$ cat src/design/mbe_pkg.sv
package mbe_pkg;

  localparam int CH_W         = 5;
  localparam int SAMPLE_W     = 17;
  localparam int COEF_W       = 26;
  localparam int OUT_W        = 18;
  localparam int AMP_W        = 17;
  localparam int PROD_W       = COEF_W + OUT_W;
  localparam int ACC_W        = 48;
  localparam int SQ_W         = 2 * OUT_W;
  localparam int CFG_IDX_W    = 3;
  localparam int S_DATA_W     = 24;
  localparam int M_DATA_W     = 40;
  localparam int CHANNELS_DEF = 32;

  localparam logic [SAMPLE_W-1:0] SAMPLE_ONE = SAMPLE_W'(65536);
  localparam logic [AMP_W-1:0]    AMP_MAX    = AMP_W'(65536);
  localparam logic signed [OUT_W-1:0] OUT_MAX = 18'sh1FFFF;
  localparam logic signed [OUT_W-1:0] OUT_MIN = 18'sh20000;

  localparam logic [CFG_IDX_W-1:0] REG_B0 = 3'd0;
  localparam logic [CFG_IDX_W-1:0] REG_B1 = 3'd1;
  localparam logic [CFG_IDX_W-1:0] REG_B2 = 3'd2;
  localparam logic [CFG_IDX_W-1:0] REG_A1 = 3'd3;
  localparam logic [CFG_IDX_W-1:0] REG_A2 = 3'd4;

  typedef enum logic [2:0] {
    ST_IDLE,
    ST_MUL,
    ST_SUM,
    ST_RND,
    ST_SQR,
    ST_DONE
  } state_t;

  typedef struct packed {
    logic        [SAMPLE_W-1:0] prev_input;
    logic        [SAMPLE_W-1:0] older_input;
    logic signed [OUT_W-1:0]    prev_output;
    logic signed [OUT_W-1:0]    older_output;
  } hist_t;

  function automatic logic [AMP_W-1:0] amp_of(input logic [SQ_W-1:0] sq);
    logic [SQ_W:0]     sum;
    logic [SQ_W-18:0]  raw;
    sum = {1'b0, sq} + (SQ_W + 1)'(1 << 17);
    raw = sum[SQ_W:18];
    if (raw > (SQ_W - 17)'(AMP_MAX)) begin
      return AMP_MAX;
    end
    return raw[AMP_W-1:0];
  endfunction

endpackage

$ cat src/design/multichannel_biquad_envelope_top.sv
// One item at a time: the block takes no new item until the last is written back.
// One shared 26x18 multiplier forms the five products in turn, then the sum,
// round, square and write-back states follow, and the idle state accepts the
// next item. A result still held on the master side stalls
// write-back until it is taken.
// An item whose channel is not below CHANNELS is accepted in the idle state and gives no result.
// Reset (rst, synchronous): coefficients to zero, history reads as zero
// through per-channel valid flags cleared at once, no clearing pass.
module multichannel_biquad_envelope_top #(
  parameter int CHANNELS = mbe_pkg::CHANNELS_DEF
) (
  input  logic                           clk,
  input  logic                           rst,
  input  logic                           s_axis_tvalid,
  output logic                           s_axis_tready,
  // [4:0] channel, [21:5] sample, [23:22] zero
  input  logic [mbe_pkg::S_DATA_W-1:0]   s_axis_tdata,
  output logic                           m_axis_tvalid,
  input  logic                           m_axis_tready,
  // [4:0] out_channel, [22:5] filtered, [39:23] amplitude
  output logic [mbe_pkg::M_DATA_W-1:0]   m_axis_tdata,
  input  logic                           cfg_we,
  input  logic [mbe_pkg::CFG_IDX_W-1:0]  cfg_index,
  input  logic [mbe_pkg::COEF_W-1:0]     cfg_data
);
  import mbe_pkg::*;

  localparam int IDX_W = (CHANNELS > 1) ? $clog2(CHANNELS) : 1;

  logic signed [COEF_W-1:0] coef_b0, coef_b1, coef_b2, coef_a1, coef_a2;

  state_t state, state_next;

  logic [CH_W-1:0]     in_channel;
  logic [SAMPLE_W-1:0] in_sample;
  logic [6:0]          in_ch_ext;
  logic                ch_ok;
  logic                accept;
  logic                out_load;

  logic [CH_W-1:0]     ch;
  logic [IDX_W-1:0]    idx;
  logic [SAMPLE_W-1:0] x;
  logic [2:0]          cnt;

  hist_t               mem [CHANNELS];
  logic [CHANNELS-1:0] ent_vld;
  hist_t               rd_data;
  logic                rd_vld;
  hist_t               hist;
  hist_t               wr_data;

  logic signed [COEF_W-1:0] coef_sel;
  logic signed [OUT_W-1:0]  op_sel;
  logic signed [PROD_W-1:0] prod;
  logic                     prod_vld;
  logic                     prod_sub;
  logic signed [ACC_W-1:0]  acc;
  logic signed [ACC_W-1:0]  acc_rnd;
  logic signed [ACC_W-23:0] q;
  logic signed [OUT_W-1:0]  y;
  logic signed [OUT_W-1:0]  y_next;
  logic signed [SQ_W-1:0]   sq;

  logic                out_valid;
  logic [CH_W-1:0]     out_channel;
  logic signed [OUT_W-1:0] filtered;
  logic [AMP_W-1:0]    amplitude;

  assign in_channel = s_axis_tdata[CH_W-1:0];
  assign in_sample  = s_axis_tdata[CH_W+SAMPLE_W-1:CH_W];
  assign in_ch_ext  = 7'(in_channel);
  assign ch_ok      = in_ch_ext < 7'(CHANNELS);
  assign accept     = s_axis_tvalid && s_axis_tready;

  always_ff @(posedge clk) begin
    if (rst) begin
      coef_b0 <= '0;
      coef_b1 <= '0;
      coef_b2 <= '0;
      coef_a1 <= '0;
      coef_a2 <= '0;
    end else if (cfg_we) begin
      case (cfg_index)
        REG_B0:  coef_b0 <= cfg_data;
        REG_B1:  coef_b1 <= cfg_data;
        REG_B2:  coef_b2 <= cfg_data;
        REG_A1:  coef_a1 <= cfg_data;
        REG_A2:  coef_a2 <= cfg_data;
        default: ;
      endcase
    end
  end

  always_ff @(posedge clk) begin
    if (rst) begin
      state <= ST_IDLE;
    end else begin
      state <= state_next;
    end
  end

  always_comb begin
    state_next = state;
    case (state)
      ST_IDLE: begin
        if (accept && ch_ok) state_next = ST_MUL;
      end
      ST_MUL: begin
        if (cnt == 3'd4) state_next = ST_SUM;
      end
      ST_SUM:  state_next = ST_RND;
      ST_RND:  state_next = ST_SQR;
      ST_SQR:  state_next = ST_DONE;
      ST_DONE: begin
        if (!out_valid || m_axis_tready) state_next = ST_IDLE;
      end
      default: state_next = ST_IDLE;
    endcase
  end

  always_comb begin
    s_axis_tready = 1'b0;
    out_load      = 1'b0;
    case (state)
      ST_IDLE: s_axis_tready = 1'b1;
      ST_DONE: out_load = !out_valid || m_axis_tready;
      default: ;
    endcase
  end

  always_ff @(posedge clk) begin
    if (accept) begin
      ch      <= in_channel;
      idx     <= in_ch_ext[IDX_W-1:0];
      x       <= (in_sample > SAMPLE_ONE) ? SAMPLE_ONE : in_sample;
      rd_data <= mem[in_ch_ext[IDX_W-1:0]];
    end
    if (out_load) begin
      mem[idx] <= wr_data;
    end
  end

  always_ff @(posedge clk) begin
    if (rst) begin
      ent_vld <= '0;
      rd_vld  <= 1'b0;
    end else begin
      if (accept) rd_vld <= ent_vld[in_ch_ext[IDX_W-1:0]];
      if (out_load) ent_vld[idx] <= 1'b1;
    end
  end

  assign hist = rd_vld ? rd_data : '0;

  always_comb begin
    wr_data.prev_input   = x;
    wr_data.older_input  = hist.prev_input;
    wr_data.prev_output  = y;
    wr_data.older_output = hist.prev_output;
  end

  always_comb begin
    case (cnt)
      3'd0: begin
        coef_sel = coef_b0;
        op_sel   = signed'({1'b0, x});
      end
      3'd1: begin
        coef_sel = coef_b1;
        op_sel   = signed'({1'b0, hist.prev_input});
      end
      3'd2: begin
        coef_sel = coef_b2;
        op_sel   = signed'({1'b0, hist.older_input});
      end
      3'd3: begin
        coef_sel = coef_a1;
        op_sel   = hist.prev_output;
      end
      3'd4: begin
        coef_sel = coef_a2;
        op_sel   = hist.older_output;
      end
      default: begin
        coef_sel = '0;
        op_sel   = '0;
      end
    endcase
  end

  always_ff @(posedge clk) begin
    if (accept) begin
      cnt <= '0;
    end else if (state == ST_MUL) begin
      cnt <= cnt + 3'd1;
    end
    prod     <= PROD_W'(coef_sel) * PROD_W'(op_sel);
    prod_sub <= cnt >= 3'd3;
  end

  always_ff @(posedge clk) begin
    if (rst) begin
      prod_vld <= 1'b0;
    end else begin
      prod_vld <= state == ST_MUL;
    end
  end

  always_ff @(posedge clk) begin
    if (accept) begin
      acc <= '0;
    end else if (prod_vld) begin
      acc <= prod_sub ? acc - ACC_W'(prod) : acc + ACC_W'(prod);
    end
  end

  assign acc_rnd = acc + ACC_W'(64'sd2097152);
  assign q       = acc_rnd[ACC_W-1:22];

  always_comb begin
    if (q > (ACC_W - 22)'(OUT_MAX)) begin
      y_next = OUT_MAX;
    end else if (q < (ACC_W - 22)'(OUT_MIN)) begin
      y_next = OUT_MIN;
    end else begin
      y_next = q[OUT_W-1:0];
    end
  end

  always_ff @(posedge clk) begin
    if (state == ST_RND) y <= y_next;
    if (state == ST_SQR) sq <= SQ_W'(y) * SQ_W'(y);
  end

  always_ff @(posedge clk) begin
    if (rst) begin
      out_valid <= 1'b0;
    end else if (out_load) begin
      out_valid <= 1'b1;
    end else if (m_axis_tready) begin
      out_valid <= 1'b0;
    end
  end

  always_ff @(posedge clk) begin
    if (out_load) begin
      out_channel <= ch;
      filtered    <= y;
      amplitude   <= amp_of(sq);
    end
  end

  assign m_axis_tvalid = out_valid;
  assign m_axis_tdata  = {amplitude, filtered, out_channel};

endmodule

$ cat config.mk
export PLATFORM = sky130hd
export DESIGN_NAME = multichannel_biquad_envelope_top
export DESIGN_NICKNAME = d
export VERILOG_FILES = /design/src/design/mbe_pkg.sv /design/src/design/multichannel_biquad_envelope_top.sv
export SDC_FILE = /design/constraint.sdc
export NUM_CORES = 2
export LEC_CHECK = 0
export ABC_CLOCK_PERIOD_IN_PS = 10600
export BUFFER_PORTS_ARGS = -buffer_cell sky130_fd_sc_hd__buf_2
export CORE_ASPECT_RATIO = 0.7
export CORE_MARGIN = 2
export CORE_UTILIZATION = 34
export CTS_CLUSTER_DIAMETER = 150
export DETAILED_ROUTE_END_ITERATION = 8
export HOLD_SLACK_MARGIN = 0.08
export PLACE_DENSITY = 0.56
export SLEW_MARGIN = 20
export SYNTH_ARGS = -nofsm -noshare
export SYNTH_HDL_FRONTEND = slang
export SYNTH_SLANG_ARGS = --single-unit
$ cat constraint.sdc
create_clock -name clk -period 10.6 [get_ports clk]
set_input_delay 1.06 -clock clk [delete_from_list [all_inputs] [get_ports clk]]
set_output_delay 1.06 -clock clk [all_outputs]
set_load 0.005 [all_outputs]
Word level (Yosys, flattened, before mapping)

Memory sizes are Yosys's and may differ from the RTL's. A register that Yosys moved wholly into a read port is not among the register bits.
Index checks and enable logic that the tools add are counted.
Widths: inputs -> output; s select.

Register bits after elaboration: 380
RAM bits: 2240
Input port bits: 58
Output and inout port bits: 42
Word-level logic and storage cells: 93
Memories kept: 1

Memories:

| memory | depth | bits a word | read ports | clocked after memory_dff | wr ports | RTL line                               | source |
|---|---|---|---|---|---|---|---|
| mem    | 32    | 70          | 1          | 1                        | 1        | multichannel_biquad_envelope_top.sv:46 | `hist_t mem [CHANNELS];` |

Add/sub/neg operators: 5
Multipliers: 2
Magnitude comparators: 9
Equal/unequal tests: 16
Multiplexer cells: 23
Bitwise gates (word level): 1
Reductions and logical operators: 15

Operators by type and width:

| operator               | count |
|---|---|
| $pmux 26 s5            | 1 |
| $pmux 18 s5            | 1 |
| $mux 70                | 1 |
| $add 48x23->48 const B | 1 |
| $add 48x44->48         | 1 |
| $mux 48                | 1 |
| $sub 48x44->48         | 1 |
| $mul 26x18->44         | 1 |
| $add 36x18->37 const B | 1 |
| $mul 18x18->36         | 1 |
| $mux 17                | 2 |
| $or 32x32->32          | 1 |
| $gt 26x18->1 const B   | 1 |
| $lt 26x18->1 const B   | 1 |
| $gt 19x17->1 const B   | 1 |
| $eq 3x2->1 const B     | 6 |
| $lt 5x6->1 const B     | 3 |
| $mux 18                | 1 |
| $pmux 3 s6             | 1 |
| $gt 17x17->1 const B   | 1 |
| $eq 3x3->1 const B     | 4 |
| $mux 1                 | 10 |
| $reduce_and 2->1       | 5 |
| $eq 3x1->1 const B     | 3 |
| 13 further kinds       | 21 |

Longest topological paths before layout

Depth after elaboration: 6
Depth in mapped cells: 35
Mapped depth without buffers: 30

Least setup slack after synthesis

OpenSTA, ideal clock, no wires.

Path kind: register -> register
From: register cnt[2]
To: register prod[43]
Setup time: 139 ps
Data arrival time: 8270 ps
Required time: 10461 ps
Slack: 2191 ps
Stages on the path, launching flop included: 32
Buffers on the path: 6
Clock period less this slack: 8409 ps
Path through: dfxtp_1 -> clkbuf_1 -> clkbuf_1 -> clkbuf_1 -> inv_1 -> ha_1 -> clkbuf_1 -> buf_1 -> nand2_1 -> nand2_1 -> a221oi_1 -> clkbuf_1 -> nor2_1 -> fa_1 -> inv_1 -> fa_1 -> fa_1 -> inv_1 -> fa_1 -> fa_1 -> inv_1 -> fa_1 -> inv_1 -> ha_1 -> a2111oi_0 -> o21ai_0 -> o21ai_0 -> o21ai_0 -> a31oi_1 -> nor3_1 -> o41ai_1 -> o211ai_1

Word-level cells in the longest chain between the ends: 3
Elaborated cells on any way between the ends: 8
Those cells by class: 1 x mul; 4 x eq/ne; 2 x mux; 1 x reduce/logical

RTL lines:

| element                                           | RTL line                                | source |
|---|---|---|
| start, declared                                   | multichannel_biquad_envelope_top.sv:44  | `logic [2:0] cnt;` |
| start signal, assigned                            | multichannel_biquad_envelope_top.sv:196 | `cnt <= cnt + 3'd1;` |
| $eq 3x3->1 (tied with other cells)                | multichannel_biquad_envelope_top.sv:164 | `case (cnt)` |
| $pmux 26 s5 / $pmux 18 s5 (equally long branches) | multichannel_biquad_envelope_top.sv:164 |  |
| $mul 26x18->44 *                                  | multichannel_biquad_envelope_top.sv:198 | `prod <= PROD_W'(coef_sel) * PROD_W'(op_sel);` |
| end signal, assigned                              | multichannel_biquad_envelope_top.sv:198 |  |
| end, declared                                     | multichannel_biquad_envelope_top.sv:55  | `logic signed [PROD_W-1:0] prod;` |

Every way passes the cells marked *; elsewhere a longest branch is shown, timed or not.
A chain may end at the register's enable or synchronous reset.

Worst setup path after layout

From: register cnt[0]
To: register prod[43]

Same word-level chain as after synthesis.

==> impl_metrics.tcl <==
set metrics [dict create \
    clock-sinks 2673 \
    path_delay_family "adder cells" \
    path_clk_slew_ps 60 \
    status "finished, final reports clean" \
    r2r_start "cnt[0]" \
    tns_ps 0 \
    min_from "coef_b0[9]" \
    fp.dieH_um 525 \
    tightest_slew_ps 1150 \
    netlist_area_mm2 0.132 \
    slowest_delay_ps 870 \
    finalWeightedCongestion 0.873 \
    crit_type "flop to flop" \
    syn_area_per_cell_um2 15.7 \
    wl_um 368000 \
    maxCapViolCount 0 \
    synthCells 8408 \
    grt_pass1_wl_um 535000 \
    dr.pass1.iters 8 \
    grt.total_usage_pct 18.5 \
    grt_setup_unrepaired "false" \
    yosys.area.top_type "edfxtp_1" \
    dieWidth_um 748 \
    cts_resized 0 \
    clk-insertion-delay-late_ps 870 \
    wl_per_cell_um 26.4 \
    grt_pass1_vias 76300 \
    cpMostUsedCell "inv_1" \
    worst_ep_required_time_ps 11320 \
    slew_headroom_pct 23.1 \
    syn_to_final_growth_pct 12.5 \
    min_path_type "flop to flop" \
    layout_setup_ws_ps 859 \
    cts_tree "yes" \
    crit_start "cnt[0]" \
    synth.area.top_cells "edfxtp_1, mux4_2, fa_1" \
    fmax_mhz 103 \
    p_leak_nw 52.1 \
    portBuffers 97 \
    synthFlopType "edfxtp_1" \
    fin_crit_sh_pct 91.9 \
    path_buf_inv 8 \
    initial_core_util_pct 34.1 \
    crit_path_start_kind "flop" \
    overflow 0 \
    ys_seq_elements 2673 \
    cts_buffers 273 \
    avgViaCountPerCell 5.36 \
    fin_skew_ps 54.9 \
    crit_arrival_ps 10460 \
    finalCriticalPeriod_ps 9740 \
    io_pins 100 \
    postCtsHoldBufs 0 \
    post_cts_buffers 0 \
    ctsLongestPathBuffers 4 \
    finalNonFillerCells 14000 \
    setup_viol 0 \
    drv_slew 0 \
    async_flop_share_pct 0 \
    root_buffer "clkbuf_16" \
    ys_types 78 \
    fin_util_pct 38.4 \
    synthDominantCellAreaShare_pct 54.9 \
    grt_max_degree 152 \
    die_area_mm2 0.393 \
    hold_violations 0 \
    row_count 191 \
    route.detailed.drc 0 \
    num_vias 74800 \
    fillerInstances 35500 \
    ir_drop_mv 0.168 \
    cp-end-kind "flop" \
    ys_warn_count 0 \
    antenna_found_initial 21 \
    place_hpwl_um 214000 \
    synth_enable_flop_cells 2409 \
    core_area_mm2 0.386 \
    nets 9717 \
    post-place-cells 13500 \
    place_ws_ps 1040 \
    syn_nets 9486 \
    power_density_mw_per_mm2 189 \
    synth-seq-area-share_pct 58.9 \
    cp_slowest_cell "and2_2" \
    drive_above_1_share_pct 17.7 \
    first_iter_violations 8683 \
    antenna_left 0 \
    path_max_fanout 20 \
    htreeDepth 5 \
]
==> per-layer routing <==
metal | vias to the layer above | routed length [um] | global-route usage [%]
met3 | 447 | 31900 | 3.50
met1 | 40200 | 170000 | 28.7
li1 | 31000 | - | -
met5 | - | 72 | 0
met4 | 10 | 7170 | 3.83
met2 | 3174 | 159000 | 27.1
==> power by group <==
part	internal [W]	switching [W]
clock network	0.00530	0.00404
logic	0.00249	0.00418
registers	0.0117	0.000256
==> metrics by stage <==
| step | total power [W] | hold WS (ps) | area [um^2] |
|---|---|---|---|
| 6_report | 0.0280 | 452 | 148000 |
| 5_1_grt | 0.0293 | 455 | 148000 |
| 4_1_cts | 0.0281 | 410 | 148000 |
| 3_5_place_dp | 0.0188 | 446 | 140000 |
| 3_3_place_gp | 0.0187 | 441 | 140000 |
| 2_1_floorplan | 0.0168 | 435 | 132000 |
==> worst register-to-register path: cells and delay by family, from the launching register on <==
family | cells | cell delay, ps
AND/OR/NAND/NOR | 6 | 2280
flip-flops | 1 | 350
buffers and inverters | 8 | 870
adder cells (fa/ha/maj) | 8 | 3280
AO/OA/AOI/OAI | 7 | 2810
==> path summary, 6_finish.rpt <==
check | end | slack [ps] | cells after the start
hold / removal | coef_b0[9] | 450 | 2
setup reg to reg | prod[43] | 860 | 29
hold reg to reg | coef_b0[9] | 450 | 2
setup / recovery | prod[43] | 860 | 29
==> logic make-up after synthesis <==
kind of cell	Yosys count	share of synthesized area, %
xor gates and xnor gates	187	1.24
adders and majority gates	1020	14.0
AOI/OAI and AO/OA	703	3.41
buffers and inverters	1341	3.82
muxes	814	13.0
DFF	2673	58.9
and+or+nand+nor	1670	5.59
==> cell usage after synthesis (all sizes together) (6+ instances only) <==
library cell,instances
nand4,27
xor2,53
a2111oi,7
fa,756
nor4,21
or3,8
a221o,13
a22oi,52
and4,6
o21ba,10
mux4,710
o21a,23
and3,30
clkbuf,311
buf,65
nand3,61
o21bai,18
edfxtp,2409
a21o,51
o21ai,119
o31ai,8
nor2b,54
mux2,71
dfxtp,264
inv,965
nand2b,30
a21oi,269
and2,142
ha,264
a222oi,22
o211ai,11
nor3,52
a31oi,20
a221oi,14
or2,9
nand2,803
mux2i,33
a211oi,20
xnor2,134
or4,7
nor2,408
==> placed cells by master, fill, tap and decap left out, types with 19 or more instances in the layout <==
cell       count
dfxtp_1      262
xor2_1        53
a222oi_1      22
a211oi_1      20
a21oi_1      268
nor2b_1       52
nand3_1       61
clkinv_1      51
buf_4        205
nand4_1       27
and2_1       136
inv_1        964
mux4_2       710
buf_12        24
o21ai_0      107
mux2i_1       32
clkbuf_1      64
mux2_2        71
nor4_1        19
clkbuf_16    282
xnor2_1      134
ha_1         263
nand2_1      802
nor2_1       373
o21a_1        23
a21o_1        51
clkinv_2      31
nor3_1        51
a22oi_1       51
edfxtp_1    2409
nand2b_1      30
and3_1        28
nor2_4        32
fa_1         756
a31oi_1       20
buf_2         91
==> cell type report <==
cell class | count | area (um^2) | share of cell area, %
antenna | 5 | 12.5 | 0.00844
clock buffer | 350 | 7340 | 4.95
clock inverter | 124 | 1110 | 0.746
inverter | 965 | 3630 | 2.45
multi-input combinational | 4394 | 49500 | 33.4
sequential | 2673 | 77600 | 52.4
tap | 5114 | 6400 | 4.32
timing repair buffer | 332 | 2650 | 1.79
==> flip-flops by register name (all words and copies together) (netlist names), 3 cells and up <==
signal       flops
acc             48
amplitude       17
cnt              3
coef_a1         26
coef_a2         26
coef_b0         26
coef_b1         26
coef_b2         26
ent_vld         32
filtered        18
idx              5
mem           2240
out_channel      5
prod            44
rd_data         70
sq              19
state            3
x               17
y               18
Note: power is estimated with default switching activity, not from simulation.
